==> src/sv/assert_macros.svh <==
// Assertion helpers shared by the RTL.
// Each macro samples on the rising edge of clk and is disabled during rst.
`ifndef ASSERT_MACROS_SVH
`define ASSERT_MACROS_SVH

// Same-cycle implication
`define FVSD_ASSERT_IMP(lbl, ante, cons) \
  lbl: assert property (@(posedge clk) disable iff (rst) (ante) |-> (cons)) \
    else $error("fvsd check failed");

// Next-cycle implication
`define FVSD_ASSERT_NXT(lbl, ante, cons) \
  lbl: assert property (@(posedge clk) disable iff (rst) (ante) |=> (cons)) \
    else $error("fvsd check failed");

`endif

==> src/sv/fvsd_pkg.sv <==
package fvsd_pkg;

  // Encoded byte layout
  localparam logic [7:0] LEADER_MASK = 8'h80;
  localparam logic [7:0] GROUP_MASK  = 8'h7f;

  localparam int GROUP_W   = 7;
  localparam int ACC_W     = 64;
  localparam int VALUE_W   = 63;
  localparam int USED_W    = 4;
  localparam int SHIFT_W   = 7;

  localparam logic [USED_W-1:0]  COUNT_MAX = 4'd15;
  localparam logic [SHIFT_W-1:0] SHIFT_CAP = 7'd120;
  localparam logic [SHIFT_W-1:0] GROUP_STEP = 7'd7;

  // Result queue sizing
  localparam int FIFO_DEPTH = 4;
  localparam int FIFO_PTR_W = $clog2(FIFO_DEPTH);
  localparam int FIFO_CNT_W = $clog2(FIFO_DEPTH + 1);

  // Stream widths
  localparam int S_TDATA_W = 8;
  localparam int M_TDATA_W = 72;

  typedef enum logic [1:0] {
    ERR_OK       = 2'd0,
    ERR_OVERFLOW = 2'd1,
    ERR_STRAY    = 2'd2
  } err_code_t;

  // One decoded result; value sits in the lowest bits
  typedef struct packed {
    logic                last;
    err_code_t           error_code;
    logic [USED_W-1:0]   bytes_used;
    logic                leader_flag;
    logic [VALUE_W-1:0]  value;
  } result_t;

  // Result slots produced by one byte; slot 1 is used only with slot 0
  typedef struct packed {
    logic valid1;
    logic valid0;
  } push_t;

endpackage

==> src/sv/fvsd_in_stage.sv <==
module fvsd_in_stage (
  input  logic                             clk,
  input  logic                             rst,
  input  logic                             s_tvalid,
  output logic                             s_tready,
  input  logic [fvsd_pkg::S_TDATA_W-1:0]   s_tdata,
  input  logic                             s_tlast,
  input  logic                             advance,
  output logic                             in_vld,
  output logic [7:0]                       in_byte,
  output logic                             in_eod
);
  import fvsd_pkg::*;

  // Take a new transaction when empty or when the held byte moves on
  assign s_tready = !in_vld || advance;

  // Valid flag of the input register
  always_ff @(posedge clk) begin
    if (rst) begin
      in_vld <= 1'b0;
    end else if (s_tready) begin
      in_vld <= s_tvalid;
    end
  end

  // Payload of the input register
  always_ff @(posedge clk) begin
    if (s_tready && s_tvalid) begin
      in_byte <= s_tdata[7:0];
      in_eod  <= s_tlast;
    end
  end

endmodule

==> src/sv/fvsd_decode.sv <==
module fvsd_decode (
  input  logic                clk,
  input  logic                rst,
  input  logic                fire,
  input  logic [7:0]          in_byte,
  input  logic                in_eod,
  output fvsd_pkg::result_t   res0,
  output fvsd_pkg::result_t   res1,
  output fvsd_pkg::push_t     ctl
);
  import fvsd_pkg::*;

  logic [ACC_W-1:0]   acc;
  logic [ACC_W-1:0]   acc_next;
  logic [SHIFT_W-1:0] shift;
  logic [SHIFT_W-1:0] shift_next;
  logic               open;
  logic               open_next;
  logic               ovf;
  logic               ovf_next;
  logic [USED_W-1:0]  cnt;
  logic [USED_W-1:0]  cnt_next;

  logic                     leader;
  logic [GROUP_W-1:0]       grp;
  logic [ACC_W+GROUP_W-1:0] placed;
  logic [ACC_W-1:0]         acc_cont;
  logic                     ovf_cont;
  logic [SHIFT_W-1:0]       shift_cont;
  logic [USED_W-1:0]        cnt_cont;
  result_t                  r_open;
  result_t                  r_new;
  result_t                  r_stray;
  result_t                  r_cont;

  assign leader = |(in_byte & LEADER_MASK);
  assign grp    = GROUP_W'(in_byte & GROUP_MASK);

  // Place the continuation group; bits above the accumulator flag overflow
  assign placed = (ACC_W+GROUP_W)'(grp) << shift[5:0];

  always_comb begin
    if (!shift[6]) begin
      acc_cont = acc | placed[ACC_W-1:0];
      ovf_cont = ovf | (|placed[ACC_W+GROUP_W-1:ACC_W]);
    end else begin
      acc_cont = acc;
      ovf_cont = ovf | (|grp);
    end
    shift_cont = (shift <= SHIFT_CAP) ? shift + GROUP_STEP : shift;
    cnt_cont   = (cnt < COUNT_MAX) ? cnt + 4'd1 : cnt;
  end

  // Candidate results
  always_comb begin
    r_open.value       = acc[ACC_W-1:1];
    r_open.leader_flag = acc[0];
    r_open.bytes_used  = cnt;
    r_open.error_code  = ovf ? ERR_OVERFLOW : ERR_OK;
    r_open.last        = !in_eod;

    r_new.value        = VALUE_W'(grp[GROUP_W-1:1]);
    r_new.leader_flag  = grp[0];
    r_new.bytes_used   = 4'd1;
    r_new.error_code   = ERR_OK;
    r_new.last         = 1'b1;

    r_stray.value       = '0;
    r_stray.leader_flag = 1'b0;
    r_stray.bytes_used  = 4'd1;
    r_stray.error_code  = ERR_STRAY;
    r_stray.last        = 1'b1;

    r_cont.value       = acc_cont[ACC_W-1:1];
    r_cont.leader_flag = acc_cont[0];
    r_cont.bytes_used  = cnt_cont;
    r_cont.error_code  = ovf_cont ? ERR_OVERFLOW : ERR_OK;
    r_cont.last        = 1'b1;
  end

  // Select results and next state for this byte
  always_comb begin
    res0       = r_new;
    res1       = r_new;
    ctl        = '0;
    acc_next   = acc;
    shift_next = shift;
    open_next  = open;
    ovf_next   = ovf;
    cnt_next   = cnt;
    if (leader) begin
      res0       = open ? r_open : r_new;
      ctl.valid0 = open || in_eod;
      ctl.valid1 = open && in_eod;
      acc_next   = ACC_W'(grp);
      shift_next = GROUP_STEP;
      open_next  = 1'b1;
      ovf_next   = 1'b0;
      cnt_next   = 4'd1;
    end else if (!open) begin
      res0       = r_stray;
      ctl.valid0 = 1'b1;
    end else begin
      res0       = r_cont;
      ctl.valid0 = in_eod;
      acc_next   = acc_cont;
      shift_next = shift_cont;
      ovf_next   = ovf_cont;
      cnt_next   = cnt_cont;
    end
    // Close the number at end of data
    if (in_eod) begin
      acc_next   = '0;
      shift_next = '0;
      open_next  = 1'b0;
      ovf_next   = 1'b0;
      cnt_next   = '0;
    end
  end

  // Number state
  always_ff @(posedge clk) begin
    if (rst) begin
      acc   <= '0;
      shift <= '0;
      open  <= 1'b0;
      ovf   <= 1'b0;
      cnt   <= '0;
    end else if (fire) begin
      acc   <= acc_next;
      shift <= shift_next;
      open  <= open_next;
      ovf   <= ovf_next;
      cnt   <= cnt_next;
    end
  end

endmodule

==> src/sv/fvsd_out_fifo.sv <==
module fvsd_out_fifo (
  input  logic                               clk,
  input  logic                               rst,
  input  fvsd_pkg::push_t                    push,
  input  fvsd_pkg::result_t                  res0,
  input  fvsd_pkg::result_t                  res1,
  output logic                               room,
  output logic [fvsd_pkg::FIFO_CNT_W-1:0]    level,
  output logic                               m_tvalid,
  input  logic                               m_tready,
  output logic [fvsd_pkg::M_TDATA_W-1:0]     m_tdata,
  output logic                               m_tlast
);
  import fvsd_pkg::*;

  result_t               mem [FIFO_DEPTH];
  logic [FIFO_PTR_W-1:0] wr_ptr;
  logic [FIFO_PTR_W-1:0] rd_ptr;
  logic [FIFO_CNT_W-1:0] level_next;
  logic [FIFO_CNT_W-1:0] n_push;
  logic                  pop;
  result_t               head;

  assign n_push = FIFO_CNT_W'(push.valid0) + FIFO_CNT_W'(push.valid1);
  assign pop    = m_tvalid && m_tready;
  assign room   = level <= FIFO_CNT_W'(FIFO_DEPTH - 2);

  assign level_next = level + n_push - FIFO_CNT_W'(pop);

  // Pointers and fill level
  always_ff @(posedge clk) begin
    if (rst) begin
      wr_ptr <= '0;
      rd_ptr <= '0;
      level  <= '0;
    end else begin
      wr_ptr <= wr_ptr + FIFO_PTR_W'(n_push);
      rd_ptr <= rd_ptr + FIFO_PTR_W'(pop);
      level  <= level_next;
    end
  end

  // Write up to two results per cycle
  always_ff @(posedge clk) begin
    if (push.valid0) begin
      mem[wr_ptr] <= res0;
    end
    if (push.valid1) begin
      mem[wr_ptr + FIFO_PTR_W'(1)] <= res1;
    end
  end

  // Present the oldest result
  assign head     = mem[rd_ptr];
  assign m_tvalid = level != '0;
  assign m_tdata  = {2'b00, head.error_code, head.bytes_used, head.leader_flag, head.value};
  assign m_tlast  = head.last;

endmodule

==> src/sv/flagged_varint_stream_decoder_top.sv <==
// Varint stream decoder: little-endian 7-bit groups, bit 7 set on a leader byte.
// Input channel (s_*): one encoded byte per transaction in s_tdata, with s_tlast
// marking the last byte of the encoded array.
// Output channel (m_*): one decoded number per transaction. A byte causes zero,
// one or two results; m_tlast is high on the final result caused by a byte.
// A number is given out when the next leader byte arrives or on end of data.
// A byte passes the input register, is decoded combinationally and its results
// are written into the result queue, which drives m_tvalid; while the queue
// lacks room the byte waits in the input register.
// Throughput: one byte per cycle while the queue has room. The input register
// holds a byte until the four-entry result queue has two free entries, and the
// queue drains one result per cycle while m_tready is high, so bytes that cause
// two results take longer to drain on the output side.
// Stalls: while m_tready is low the queue fills and then s_tready drops; no
// transaction is lost or repeated.
// Reset (rst, synchronous): clears the queue, the input register and the open
// number; the block takes bytes from the first cycle after reset.
`include "assert_macros.svh"

module flagged_varint_stream_decoder_top (
  input  logic                               clk,
  input  logic                               rst,
  input  logic                               s_tvalid,
  output logic                               s_tready,
  input  logic [fvsd_pkg::S_TDATA_W-1:0]     s_tdata,   // [7:0] data_byte
  input  logic                               s_tlast,   // end_of_data
  output logic                               m_tvalid,
  input  logic                               m_tready,
  // [62:0] value, [63] leader_flag, [67:64] bytes_used, [69:68] error_code,
  // [71:70] zero
  output logic [fvsd_pkg::M_TDATA_W-1:0]     m_tdata,
  output logic                               m_tlast    // last
);
  import fvsd_pkg::*;

  logic                  in_vld;
  logic [7:0]            in_byte;
  logic                  in_eod;
  logic                  advance;
  logic                  room;
  logic [FIFO_CNT_W-1:0] level;
  result_t               res0;
  result_t               res1;
  push_t                 ctl;
  push_t                 push;

  // Move the held byte on when the queue can take both result slots
  assign advance     = in_vld && room;
  assign push.valid0 = ctl.valid0 && advance;
  assign push.valid1 = ctl.valid1 && advance;

  fvsd_in_stage u_in_stage (
    .clk      (clk),
    .rst      (rst),
    .s_tvalid (s_tvalid),
    .s_tready (s_tready),
    .s_tdata  (s_tdata),
    .s_tlast  (s_tlast),
    .advance  (advance),
    .in_vld   (in_vld),
    .in_byte  (in_byte),
    .in_eod   (in_eod)
  );

  fvsd_decode u_decode (
    .clk     (clk),
    .rst     (rst),
    .fire    (advance),
    .in_byte (in_byte),
    .in_eod  (in_eod),
    .res0    (res0),
    .res1    (res1),
    .ctl     (ctl)
  );

  fvsd_out_fifo u_out_fifo (
    .clk      (clk),
    .rst      (rst),
    .push     (push),
    .res0     (res0),
    .res1     (res1),
    .room     (room),
    .level    (level),
    .m_tvalid (m_tvalid),
    .m_tready (m_tready),
    .m_tdata  (m_tdata),
    .m_tlast  (m_tlast)
  );

  // Second slot only ever follows a first one
  `FVSD_ASSERT_IMP(a_slot_order, ctl.valid1, ctl.valid0)
  // Of two results from one byte only the second carries last
  `FVSD_ASSERT_IMP(a_two_last, push.valid1, !res0.last && res1.last)
  // Queue never fills beyond its depth
  `FVSD_ASSERT_IMP(a_level, 1'b1, level <= FIFO_CNT_W'(FIFO_DEPTH))
  // A byte held back by a queue without two free entries stays in the input register
  `FVSD_ASSERT_NXT(a_hold, in_vld && !room, in_vld && $stable(in_byte))

endmodule
==> config.mk <==
export PLATFORM = sky130hd
export DESIGN_NAME = flagged_varint_stream_decoder_top
export DESIGN_NICKNAME = d
export VERILOG_FILES = /design/src/sv/fvsd_pkg.sv /design/src/sv/fvsd_in_stage.sv /design/src/sv/fvsd_decode.sv /design/src/sv/fvsd_out_fifo.sv /design/src/sv/flagged_varint_stream_decoder_top.sv
export VERILOG_INCLUDE_DIRS = /design/src /design/src/sv
export SDC_FILE = /design/constraint.sdc
export NUM_CORES = 1
export LEC_CHECK = 0
export BUFFER_PORTS_ARGS = -buffer_cell sky130_fd_sc_hd__buf_4
export CORE_ASPECT_RATIO = 0.6
export CORE_MARGIN = 3
export CORE_UTILIZATION = 45
export DETAILED_ROUTE_END_ITERATION = 7
export HOLD_SLACK_MARGIN = 0.08
export PLACE_DENSITY_LB_ADDON = 0.1
export SETUP_SLACK_MARGIN = 0.15
export SYNTH_ARGS = -nofsm -noshare
export SYNTH_HDL_FRONTEND = slang
export SYNTH_SLANG_ARGS = --single-unit
==> constraint.sdc <==
create_clock -name clk -period 2.4 [get_ports clk]
set_input_delay 0.12 -clock clk [delete_from_list [all_inputs] [get_ports clk]]
set_output_delay 0.12 -clock clk [all_outputs]
set_load 0.01 [all_outputs]
# Word-level counts from Yosys, hierarchy flattened
# Memory sizes are Yosys's and may differ from the RTL's. A register that Yosys moved wholly into a read port is not among the register bits.
# Index checks and enable logic that the tools add are counted.
# totals
ramBits	284
n_memories	1
wordCells	77
romBits	0
register_bits	94
latch_bits	0
# classes
n_addsub	8
n_mux	31
n_reduce_logical	19
eq_ne	0
bitwise	3
div	0
mul	0
order_cmp	3
shift	1
# memory_table
memory	words	width	rd	rd_clocked_by_memory_dff	wr	line	rtl
u_out_fifo.mem	4	71	1	1	2	fvsd_out_fifo.sv:16	result_t mem [FIFO_DEPTH];
# op_table
cell	n
$mux 64	4
$mux 71	2
$shl 7x6->71	1
$mux 70	1
$or 64x64->64	1
$mux 7	4
$mux 4	4
$mux 1	15
$reduce_or 7->1	2
$reduce_bool 3->1	3
$add 7x3->7 const B	1
$le 7x7->1 const B	1
$logic_and 1x1->1	6
$add 4x1->4 const B	1
$lt 4x4->1 const B	1
$reduce_and 2->1	2
$add 3x3->3	1
$le 3x2->1 const B	1
$reduce_and 3->1	1
$sub 3x1->3	1
$add 1x1->2	1
$add 2x1->2	1
$add 2x1->2 const B	1
$add 2x2->2	1
other kinds (5)	8

# Longest topological paths before layout
# Gate-level depths: netlist of the first run.
# logic_depth
word_depth	7
ltp_mapped	12
depth_no_buf	11

# Cells and area by module
# A second synthesis of the first run with hierarchy kept.
# unflattened
hier_cells	1403
area_unflattened_um2	20243.2
# by_module_without_submodules
module	instances	seq_area_each_um2	area_each_um2	cells_per_inst
fvsd_out_fifo	1	8668.3	14811.7	734
fvsd_decode	1	1541.5	5087.4	652
fvsd_in_stage	1	290.3	325.3	14
flagged_varint_stream_decoder_top	1	0.0	18.8	3

# Least setup slack after synthesis of the first run
# OpenSTA, ideal clock, no wires.
# synth_path
path_type	register -> register
from	reg u_in_stage.in_vld
to	reg u_out_fifo.level[2] (netlist bit)
setup_time_ns	0.128
path_stages_with_launch	11
path_buffers	2
arrival_ns	2.267
period_less_slack_ns	2.395
path_slack_ns	0.005
path_cell_list	dfxtp_1 buf_2 inv_1 buf_2 nor3_2 ha_1 ha_1 fa_1 xor2_1 xnor2_1 nor2_1
# synth_between
elab_chain_cells	5
word_cells_on_any_way	6
classes_between	add/sub: 3; reduce/logical: 3
# synth_lines
item	line	rtl
from (decl)	fvsd_in_stage.sv:9	output logic in_vld,
from (signal assigned)	fvsd_in_stage.sv:23	in_vld <= s_tvalid;
$logic_and 1x1->1 (*)	flagged_varint_stream_decoder_top.sv:48	assign advance = in_vld && room;
$logic_and 1x1->1, on equally long branches	flagged_varint_stream_decoder_top.sv:49, flagged_varint_stream_decoder_top.sv:50	
$add 1x1->2 (*)	fvsd_out_fifo.sv:24	assign n_push = FIFO_CNT_W'(push.valid0) + FIFO_CNT_W'(push.valid1);
$add 3x3->3 (*)	fvsd_out_fifo.sv:28	assign level_next = level + n_push - FIFO_CNT_W'(pop);
$sub 3x1->3 (*)	fvsd_out_fifo.sv:28	
to (signal assigned)	fvsd_out_fifo.sv:39	level <= level_next;
to (decl)	fvsd_out_fifo.sv:8	output logic [fvsd_pkg::FIFO_CNT_W-1:0] level,
# Mark *: on every way between the ends. The rest lies on a longest branch, timed or not.
# A chain may end at the register's enable or synchronous reset.

==> impl_metrics.yaml, run 1 <==
outcome:
  status: "complete, but fails checks"
  violations: "design-rule violations"
synthesis:
  synth_edf_count: 37
  synth-simple-area-share_pct: 13.67
  synth_compound_area_share_pct: 22.33
  synth_top_family_by_area: "compound AO/OA/AOI/OAI gates"
  synthCells: 1673
  ys_ff_latch: 378
  synthAdderAreaFrac_pct: 0.7829
  synthMuxAreaShare_pct: 11.10
  synth_xor_area_share_pct: 0.5761
  synth-main-ff-cell: "dfxtp_1"
  syn_area_um2: 16940
  ys_async_sr_fraction_pct: 0
  synth_area_per_cell_um2: 10.13
  synthDistinctLibCells: 84
  synth_top_cell_by_area: "dfxtp_1"
  yosys_warnings: 0
  synth_seq_area_share_pct: 46.85
  synth.top_cell.area_share_pct: 40.30
  synth.top_cells.by_area: "dfxtp_1 (40%), mux4_2 (9.8%), edfxtp_1 (6.6%)"
critical_path:
  worstPathArrival_ps: 2720
  max_stage_delay_ps: 490
  startpoint_type: "flip-flop"
  ff2ff_path_depth: 9
  path_buf_inv: 4
  crit_path_max_fanout: 8
  worstPathCellList: "buf_6 > buf_12 > or3_4 > nor3_4 > buf_4 > a21boi_4 > buf_6 > o21ai_2 > a21oi_1"
  path_common_cell: "buf_6"
  path_delay_family: "simple AND/OR/NAND/NOR gates"
  end_kind: "flip-flop"
  cp.depth: 9
  slowest_stage: "edfxtp_1"
  required_ps: 2780
  worstSetupPathType: "flip-flop to flip-flop"
global_route:
  grt_max_degree: 52
  grt_pass1_vias: 14000
  grt_pass1_wl_um: 84140
  grt-ovfl-total: 0
  grt_usage_pct: 26.71
  grt_antenna_before_repair: 0
power_and_ir_drop:
  combPwrFrac_pct: 22.4
  p_leak_nw: 7.482
  p_clk_share_pct: 35.0
  power_switching_mw: 4.801
  max-vdd-ir-drop_uv: 467.7
  p_sw_share_pct: 29.29
  powerDensity_nw_per_um2: 785.7
  seqPwrFrac_pct: 42.6
  intPower_mw: 11.59
floorplanning:
  design.core.area_um2: 36760
  fp.dieH_um: 156.3
  start_util_pct: 46.09
  die-area_um2: 40090
  ios: 88
  rows: 54
  die_w_um: 256.5
drt:
  drtIter0Drc: 1244
  vias: 14270
  drtPass1Iterations: 8
  drt_wl_total_um: 55120
  drcViolationCount: 1
  ant_nets: 0
  wire_per_inst_um: 23.36
  avgViaCountPerCell: 6.045
clocking:
  cts_tree: "yes"
  cts_root_buffer: "clkbuf_16"
  htreeDepth: 2
  clk_latency_ps: 550
  clock_path_buffers: 3
  clkTransAtPathRegs_ps: 70
  clkSinkCount: 378
  cts_buffers: 37
finish:
  final_cell_mix: "dfxtp_1 (334), buf_4 (222), nand2_1 (151)"
  antenna_cells: 0
  drive_above_1_share_pct: 27.53
  mostFrequentLayoutCell: "dfxtp_1"
  area_growth_pct: 23.15
  fin_nets: 1856
sta:
  rsz0062_at_grt: "yes"
  fin_skew_ps: 16.89
  fin_ws_ps: 59.50
  worst_pin_slew_ps: 635.1
  timing.fmax_mhz: 427.3
  hold_slack_ps: 84.11
  setup_viol: 0
  max_slew_margin_pct: 57.66
  fin_crit_sh_pct: 97.52
  setup_tns_ps: 0
  slew_viol_final: 0
  fin_crit_ps: 2341
  hold_violations: 0
hold_path:
  hold_path.class: "primary input to flip-flop"
  holdPathStages: 2
placement:
  dpl.hpwl_um: 35310
  port_buffers: 85
  dp_slack_ps: -7.959
  gp_congestion: 0.9181
job:
  cap_violations: 0
==> per-layer routing <==
layer / vias up / global-route usage, % / wire (µm)
met5: - / 0 / 0
met3: 52 / 7.488 / 4519
met2: 525 / 39.85 / 23600
met1: 7117 / 38.95 / 26280
met4: 0 / 5.310 / 722
li1: 6573 / - / -
==> through the flow <==
stage | area (µm²) | util [%] | std cells | power, mW
finish | 20860 | 56.76 | 2360 | 16.39
global route | 20860 | 56.76 | 2360 | 17.06
CTS | 20200 | 54.95 | 2337 | 16.22
detailed placement | 18770 | 51.07 | 2258 | 10.41
global placement | 18770 | 51.07 | 2258 | 10.38
floorplan | 16990 | - | 1674 | 9.160
==> power groups by stage <==
stage | logic [mW] | clock network (mW) | registers, mW
finish | 3.68 | 5.73 | 6.99
global route | 3.93 | 6.11 | 7.02
CTS | 3.44 | 5.82 | 6.96
detailed placement | 3.32 | 0 | 7.09
global placement | 3.30 | 0 | 7.08
floorplan | 2.17 | 0 | 6.99
==> what timing repair did <==
action                                  4_1_cts  5_1_grt
hold buffers                                 14        0
setup buffers                                 3       21
pin swaps                                     4       48
gates cloned                                  0        3
endpoints found under the setup margin      186      225
endpoints found under the hold margin        32        0
resized for setup                            28      123
==> final cells by class <==
type                       count  area, µm²
clock inverter                 9      102.6
inverter                      22      93.84
sequential                   378       7956
fill                        3224      15890
multi-input combinational   1126       8653
clock buffer                  53       1057
timing repair buffer         268       2370
tap                          504      630.6
==> worst reg2reg max path, cell delays in order (launching register included) <==
cell      delay [ps]
edfxtp_1         490
buf_6            180
buf_12           120
or3_4            400
nor3_4           240
buf_4            170
a21boi_4         210
buf_6            170
o21ai_2           50
a21oi_1          140
==> synth_stat cells (6+ instances only) <==
| library cell | count |
|---|---|
| dfxtp_1 | 341 |
| nor3_1 | 10 |
| nor2b_1 | 12 |
| a22o_1 | 91 |
| and2_1 | 7 |
| a21o_1 | 6 |
| nand3b_1 | 7 |
| o21a_1 | 6 |
| o31ai_1 | 9 |
| edfxtp_1 | 37 |
| mux2i_1 | 12 |
| a31oi_1 | 22 |
| nor2_1 | 113 |
| o221ai_1 | 19 |
| o21ai_1 | 6 |
| o22ai_1 | 7 |
| a22oi_1 | 51 |
| or3_1 | 9 |
| nand3_1 | 93 |
| clkbuf_1 | 68 |
| buf_4 | 9 |
| a21oi_1 | 85 |
| buf_2 | 46 |
| nand2b_1 | 20 |
| inv_1 | 21 |
| buf_1 | 16 |
| a32oi_1 | 11 |
| nand2_1 | 155 |
| o21ai_0 | 158 |
| ha_1 | 9 |
| mux2_2 | 7 |
| a211oi_1 | 13 |
| xnor2_1 | 6 |
| buf_6 | 8 |
| mux4_2 | 74 |
==> worst paths after layout <==
path                                       startpoint               endpoint  slack, ps
worst max-delay path            u_in_stage.in_byte[7]   u_out_fifo.mem[2][4]         60
worst min-delay path                              rst    u_out_fifo.level[2]         80
worst max register to register  u_in_stage.in_byte[7]   u_out_fifo.mem[2][4]         60
worst min register to register  u_out_fifo.mem[3][18]  u_out_fifo.mem[3][18]        450
==> flip-flops by register name (all words and copies together), names as in the netlist, 2 cells and up <==
name,cells
u_decode.acc,64
u_decode.cnt,4
u_decode.shift,7
u_in_stage.in_byte,8
u_out_fifo.level,3
u_out_fifo.mem,284
u_out_fifo.rd_ptr,2
u_out_fifo.wr_ptr,2
==> logic make-up (layout without fill, tap and decap cells) <==
kind of cell / after synthesis / after routing
simple gates: 475 / 475
fa+ha+maj: 10 / 10
compound gates: 536 / 536
buf+inv: 170 / 352
other cells: 1 / 2
mux: 94 / 94
xor+xnor: 9 / 9
flops: 378 / 378
Note: power is estimated with default switching activity, not from simulation.
==> run 2: changes to the inputs <==
==> constraint.sdc (replaced) <==
create_clock -name clk -period 2.5 [get_ports clk]
set_input_delay 0.125 -clock clk [delete_from_list [all_inputs] [get_ports clk]]
set_output_delay 0.125 -clock clk [all_outputs]
set_load 0.01 [all_outputs]
==> impl_metrics.yaml, run 2 (same netlist as run 1, synthesis figures left out) <==
drt:
  vias: 14150
  drtPass1Iterations: 5
  avgViaCountPerCell: 6.066
  drtIter0Drc: 1275
  drt_wl_total_um: 53770
  ant_nets: 0
  drcViolationCount: 0
  wire_per_inst_um: 23.06
critical_path:
  reg2reg_to: "u_out_fifo.level[2]"
  startpoint_type: "flip-flop"
  slowest_stage: "fa_1"
  worstPathCellList: "buf_4 > nand3_4 > nor3_4 > ha_1 > ha_1 > fa_1 > xor2_1 > xnor2_1 > nor2_1"
  end_kind: "flip-flop"
  ff2ff_path_depth: 9
  path_common_cell: "ha_1"
  r2r_slack_ps: 130
  path_buf_inv: 1
  critPathCapture: "u_out_fifo.level[2]"
  cp.depth: 9
  regToRegStartpoint: "u_in_stage.in_byte[7]"
  worstSetupPathType: "flip-flop to flip-flop"
  crit_start: "u_in_stage.in_byte[7]"
  worstPathArrival_ps: 2780
  path_delay_family: "adder cells"
  crit_path_max_fanout: 6
  max_stage_delay_ps: 450
  required_ps: 2920
floorplanning:
  fp.dieH_um: 156.3
  start_util_pct: 46.09
  ios: 88
  rows: 54
  die_w_um: 256.5
  die-area_um2: 40090
  design.core.area_um2: 36760
global_route:
  grt_antenna_before_repair: 0
  grt_usage_pct: 26.54
  grt_pass1_vias: 13750
  grt_pass1_wl_um: 83420
  grt_max_degree: 49
  grt-ovfl-total: 0
finish:
  area_growth_pct: 19.46
  layout.cells.non_filler: 2332
  fin_nets: 1828
  final_cell_mix: "dfxtp_1 (337), buf_4 (207), o21ai_0 (156)"
  largest_reg_flops: 284
  drive_above_1_share_pct: 23.09
  top_register: "u_out_fifo.mem"
  antenna_cells: 0
  reg_top3: "u_out_fifo.mem (284), u_decode.acc (64), u_in_stage.in_byte (8)"
  final_area_um2: 20240
  mostFrequentLayoutCell: "dfxtp_1"
placement:
  gp_congestion: 0.9771
  place_area_um2: 18780
  place_inst: 2252
  port_buffers: 85
  dpl.hpwl_um: 36160
sta:
  setup_tns_ps: 0
  worst_pin_slew_ps: 865.9
  rsz0062_at_grt: "yes"
  slew_viol_final: 0
  fin_skew_ps: 15.22
  setup_viol: 0
  timing.fmax_mhz: 422.8
  hold_slack_ps: 315.6
  fin_crit_sh_pct: 94.60
  hold_violations: 0
  max_slew_margin_pct: 42.08
  fin_crit_ps: 2365
clocking:
  clock_path_buffers: 3
  cts_tree: "yes"
  cts_root_buffer: "clkbuf_16"
  clkTransAtPathRegs_ps: 60
  clk_latency_ps: 530
  htreeDepth: 2
  clkSinkCount: 378
  cts_buffers: 37
power_and_ir_drop:
  max-vdd-ir-drop_uv: 433.1
  combPwrFrac_pct: 20.8
  p_leak_nw: 7.355
  power_switching_mw: 4.398
  finalPower_mw: 15.66
  intPower_mw: 11.27
  seqPwrFrac_pct: 42.8
  p_clk_share_pct: 36.4
  p_sw_share_pct: 28.08
  powerDensity_nw_per_um2: 774.0
outcome:
  status: "completed"
job:
  cap_violations: 0
hold_path:
  hold_path.class: "primary input to flip-flop"
==> run 2: cell count changes in the layout (fill, tap and decap cells not counted), sizes merged <==
cell,delta
buf,-25
clkinv,-3
clkinvlp,-3
bufinv,+1
clkbuf,+1
inv,+1
==> run 2: worst register-to-register path: stages (launching register included) <==
cell	delay, ps
edfxtp_1	440
buf_4	160
nand3_4	140
nor3_4	210
ha_1	280
ha_1	230
fa_1	450
xor2_1	170
xnor2_1	130
nor2_1	50
==> run 2: area by class of cell <==
cell class              count  area (µm²)
fillers                  3324       16520
multi-input cells        1126        8299
flip-flops and latches    378        7950
repair buffers            240        2048
clock buffers              57        1145
well taps                 504       630.6
inverters                  22       86.33
clock inverters             5       78.83
==> run 2: worst min path at each step <==
stage | depth (start not counted) | start | end | slack [ps]
2_1_floorplan | 0 | s_tdata[0] | u_in_stage.in_byte[0] | 220
3_3_place_gp | 1 | s_tdata[1] | u_in_stage.in_byte[1] | 310
3_5_place_dp | 1 | s_tdata[3] | u_in_stage.in_byte[3] | 310
4_1_cts | 2 | s_tdata[7] | u_in_stage.in_byte[7] | 300
5_1_grt | 2 | s_tdata[0] | u_in_stage.in_byte[0] | 330
6_report | 2 | s_tlast | u_in_stage.in_eod | 320
==> run 2: power groups by stage <==
stage | combinational (mW) | clock [mW] | sequential, mW
final | 3.26 | 5.70 | 6.70
after global routing | 3.52 | 6.05 | 6.74
after CTS | 3.24 | 5.79 | 6.71
after detailed placement | 3.14 | 0 | 6.88
after global placement | 3.11 | 0 | 6.86
after floorplan | 2.08 | 0 | 6.71
==> run 2: repair_timing <==
action / CTS / global route
pin swaps: 0 / 3
hold buffers: 13 / 0
resized for setup: 5 / 12
buffers inserted: 1 / 4
endpoints found under the hold margin: 24 / 0
endpoints found under the setup margin: 108 / 80
==> run 2: layer usage <==
layer	up-vias	part of all wire [%]	track usage, %
met1	7010	48	39.82
met4	0	1.8	5.714
li1	6520	-	-
met2	549	42	39.45
met3	67	8.2	5.612
met5	-	0	0
==> run 2: per-stage QoR <==
step	utilization (%)	setup WS (ps)
finish	55.06	134.9
global route	55.06	10.10
CTS	54.85	68.38
detailed placement	51.10	64.08
global placement	51.10	38.28
floorplan	-	151.6
==> run 3: changes to the inputs <==
--- a/config.mk
+++ b/config.mk
@@ -13,7 +13,6 @@
 export DETAILED_ROUTE_END_ITERATION = 7
 export HOLD_SLACK_MARGIN = 0.08
 export PLACE_DENSITY_LB_ADDON = 0.1
-export SETUP_SLACK_MARGIN = 0.15
 export SYNTH_ARGS = -nofsm -noshare
 export SYNTH_HDL_FRONTEND = slang
 export SYNTH_SLANG_ARGS = --single-unit
==> impl_metrics.yaml, run 3 (same netlist as run 1, synthesis figures left out) <==
global_route:
  grt_antenna_before_repair: 0
  grt-ovfl-total: 0
  grt_pass1_vias: 13400
  grt_usage_pct: 26.23
  grt_pass1_wl_um: 82260
  grt_max_degree: 62
finish:
  largest_reg_flops: 284
  area_growth_pct: 18.06
  layout.cells.non_filler: 2320
  drive_above_1_share_pct: 22.69
  regArea_um2: 7948
  final_cell_mix: "dfxtp_1 (337), buf_4 (204), o21ai_0 (157)"
  reg_top3: "u_out_fifo.mem (284), u_decode.acc (64), u_in_stage.in_byte (8)"
  fin_nets: 1813
  antenna_cells: 0
  multiInputGateArea_um2: 8268
  mostFrequentLayoutCell: "dfxtp_1"
  nFillCells: 3283
  top_register: "u_out_fifo.mem"
drt:
  ant_nets: 0
  vias: 14060
  drtPass1Iterations: 5
  drt_wl_total_um: 53390
  avgViaCountPerCell: 6.059
  drtIter0Drc: 1284
  drcViolationCount: 0
  wire_per_inst_um: 23.01
critical_path:
  slowest_stage: "buf_4"
  worstPathCellList: "buf_4 > buf_4 > o21ai_0 > buf_4 > a21o_1 > or3_1 > a21oi_1"
  path_common_cell: "buf_4"
  max_stage_delay_ps: 460
  worstPathArrival_ps: 2860
  crit_path_max_fanout: 33
  end_kind: "flip-flop"
  startpoint_type: "flip-flop"
  worstSetupPathType: "flip-flop to flip-flop"
  required_ps: 2950
floorplanning:
  design.core.area_um2: 36760
  start_util_pct: 46.09
  die_w_um: 256.5
  rows: 54
  ios: 88
  fp.dieH_um: 156.3
  die-area_um2: 40090
sta:
  slew_viol_final: 0
  setup_viol: 0
  hold_slack_ps: 145.5
  hold_violations: 0
  setup_tns_ps: 0
  fin_crit_ps: 2405
  fin_skew_ps: 23.21
  worst_pin_slew_ps: 982.4
  max_slew_margin_pct: 34.26
  fin_crit_sh_pct: 96.20
  rsz0062_at_grt: "yes"
  timing.fmax_mhz: 415.8
clocking:
  clk_latency_ps: 540
  cts_tree: "yes"
  cts_buffers: 37
  postCtsSetupBuffers: 0
  cts_root_buffer: "clkbuf_16"
  clkSinkCount: 378
  clkTransAtPathRegs_ps: 60
  htreeDepth: 2
  clock_path_buffers: 3
hold_path:
  hold_path.class: "primary input to flip-flop"
job:
  cap_violations: 0
power_and_ir_drop:
  p_leak_nw: 7.253
  max-vdd-ir-drop_uv: 377.5
  powerDensity_nw_per_um2: 776.2
  finalPower_mw: 15.52
placement:
  gp_congestion: 0.9319
  port_buffers: 85
  place_inst: 2244
  dpl.hpwl_um: 35250
outcome:
  status: "completed"
-- run 3: per-layer routing --
metal	track usage, %	up-vias	wire length [µm]
met3	5.078	51	4493
met5	1.157	-	48
met2	38.45	554	22290
li1	-	6489	-
met4	4.987	2	727
met1	40.27	6961	25830
-- run 3: cell type report --
cell class	count	area share, %
repair buffers	225	9.209
inverters	22	0.4129
flip-flops and latches	378	39.74
well taps	504	3.153
clock inverters	10	0.4629
clock buffers	55	5.687
multi-input cells	1126	41.34
-- run 3: per-stage QoR --
stage                     instance area, µm²  util (%)  worst slack, ps
final                                  20000     54.42            94.96
after global routing                   20000     54.42           -48.26
after CTS                              19990     54.37            14.21
after detailed placement               18650     50.73            16.67
after global placement                 18650     50.73            76.34
after floorplan                        16950         -            105.0
-- run 3: final timing paths --
| path | startpoint | slack, ps | cells past startpoint | end |
|---|---|---|---|---|
| hold reg to reg | u_out_fifo.mem[2][25] | 450 | 2 | u_out_fifo.mem[2][25] |
| setup reg to reg | u_decode.open | 90 | 7 | u_decode.shift[6] |
| hold / removal | rst | 150 | 2 | u_out_fifo.rd_ptr[1] |
| setup / recovery | u_decode.open | 90 | 7 | u_decode.shift[6] |
-- run 3: critical path: cells and delay by family, from the launching register on --
| kind | cells | cell delay (ps) |
|---|---|---|
| buffers and inverters | 3 | 920 |
| AO/OA/AOI/OAI | 3 | 590 |
| flip-flops | 1 | 440 |
| AND/OR/NAND/NOR | 1 | 370 |
-- run 3: power by group --
part / leakage (nW) / switching (mW) / internal [mW]
clock: 0.616 / 2.42 / 3.27
combinational: 3.55 / 1.76 / 1.37
sequential: 3.08 / 0.243 / 6.46
total: 7.25 / 4.42 / 11.1
-- run 3: repair_timing --
item,CTS,global route
endpoints found under the hold margin,11,0
gates resized for setup,0,5
hold buffers,11,0
setup endpoints to repair,0,68
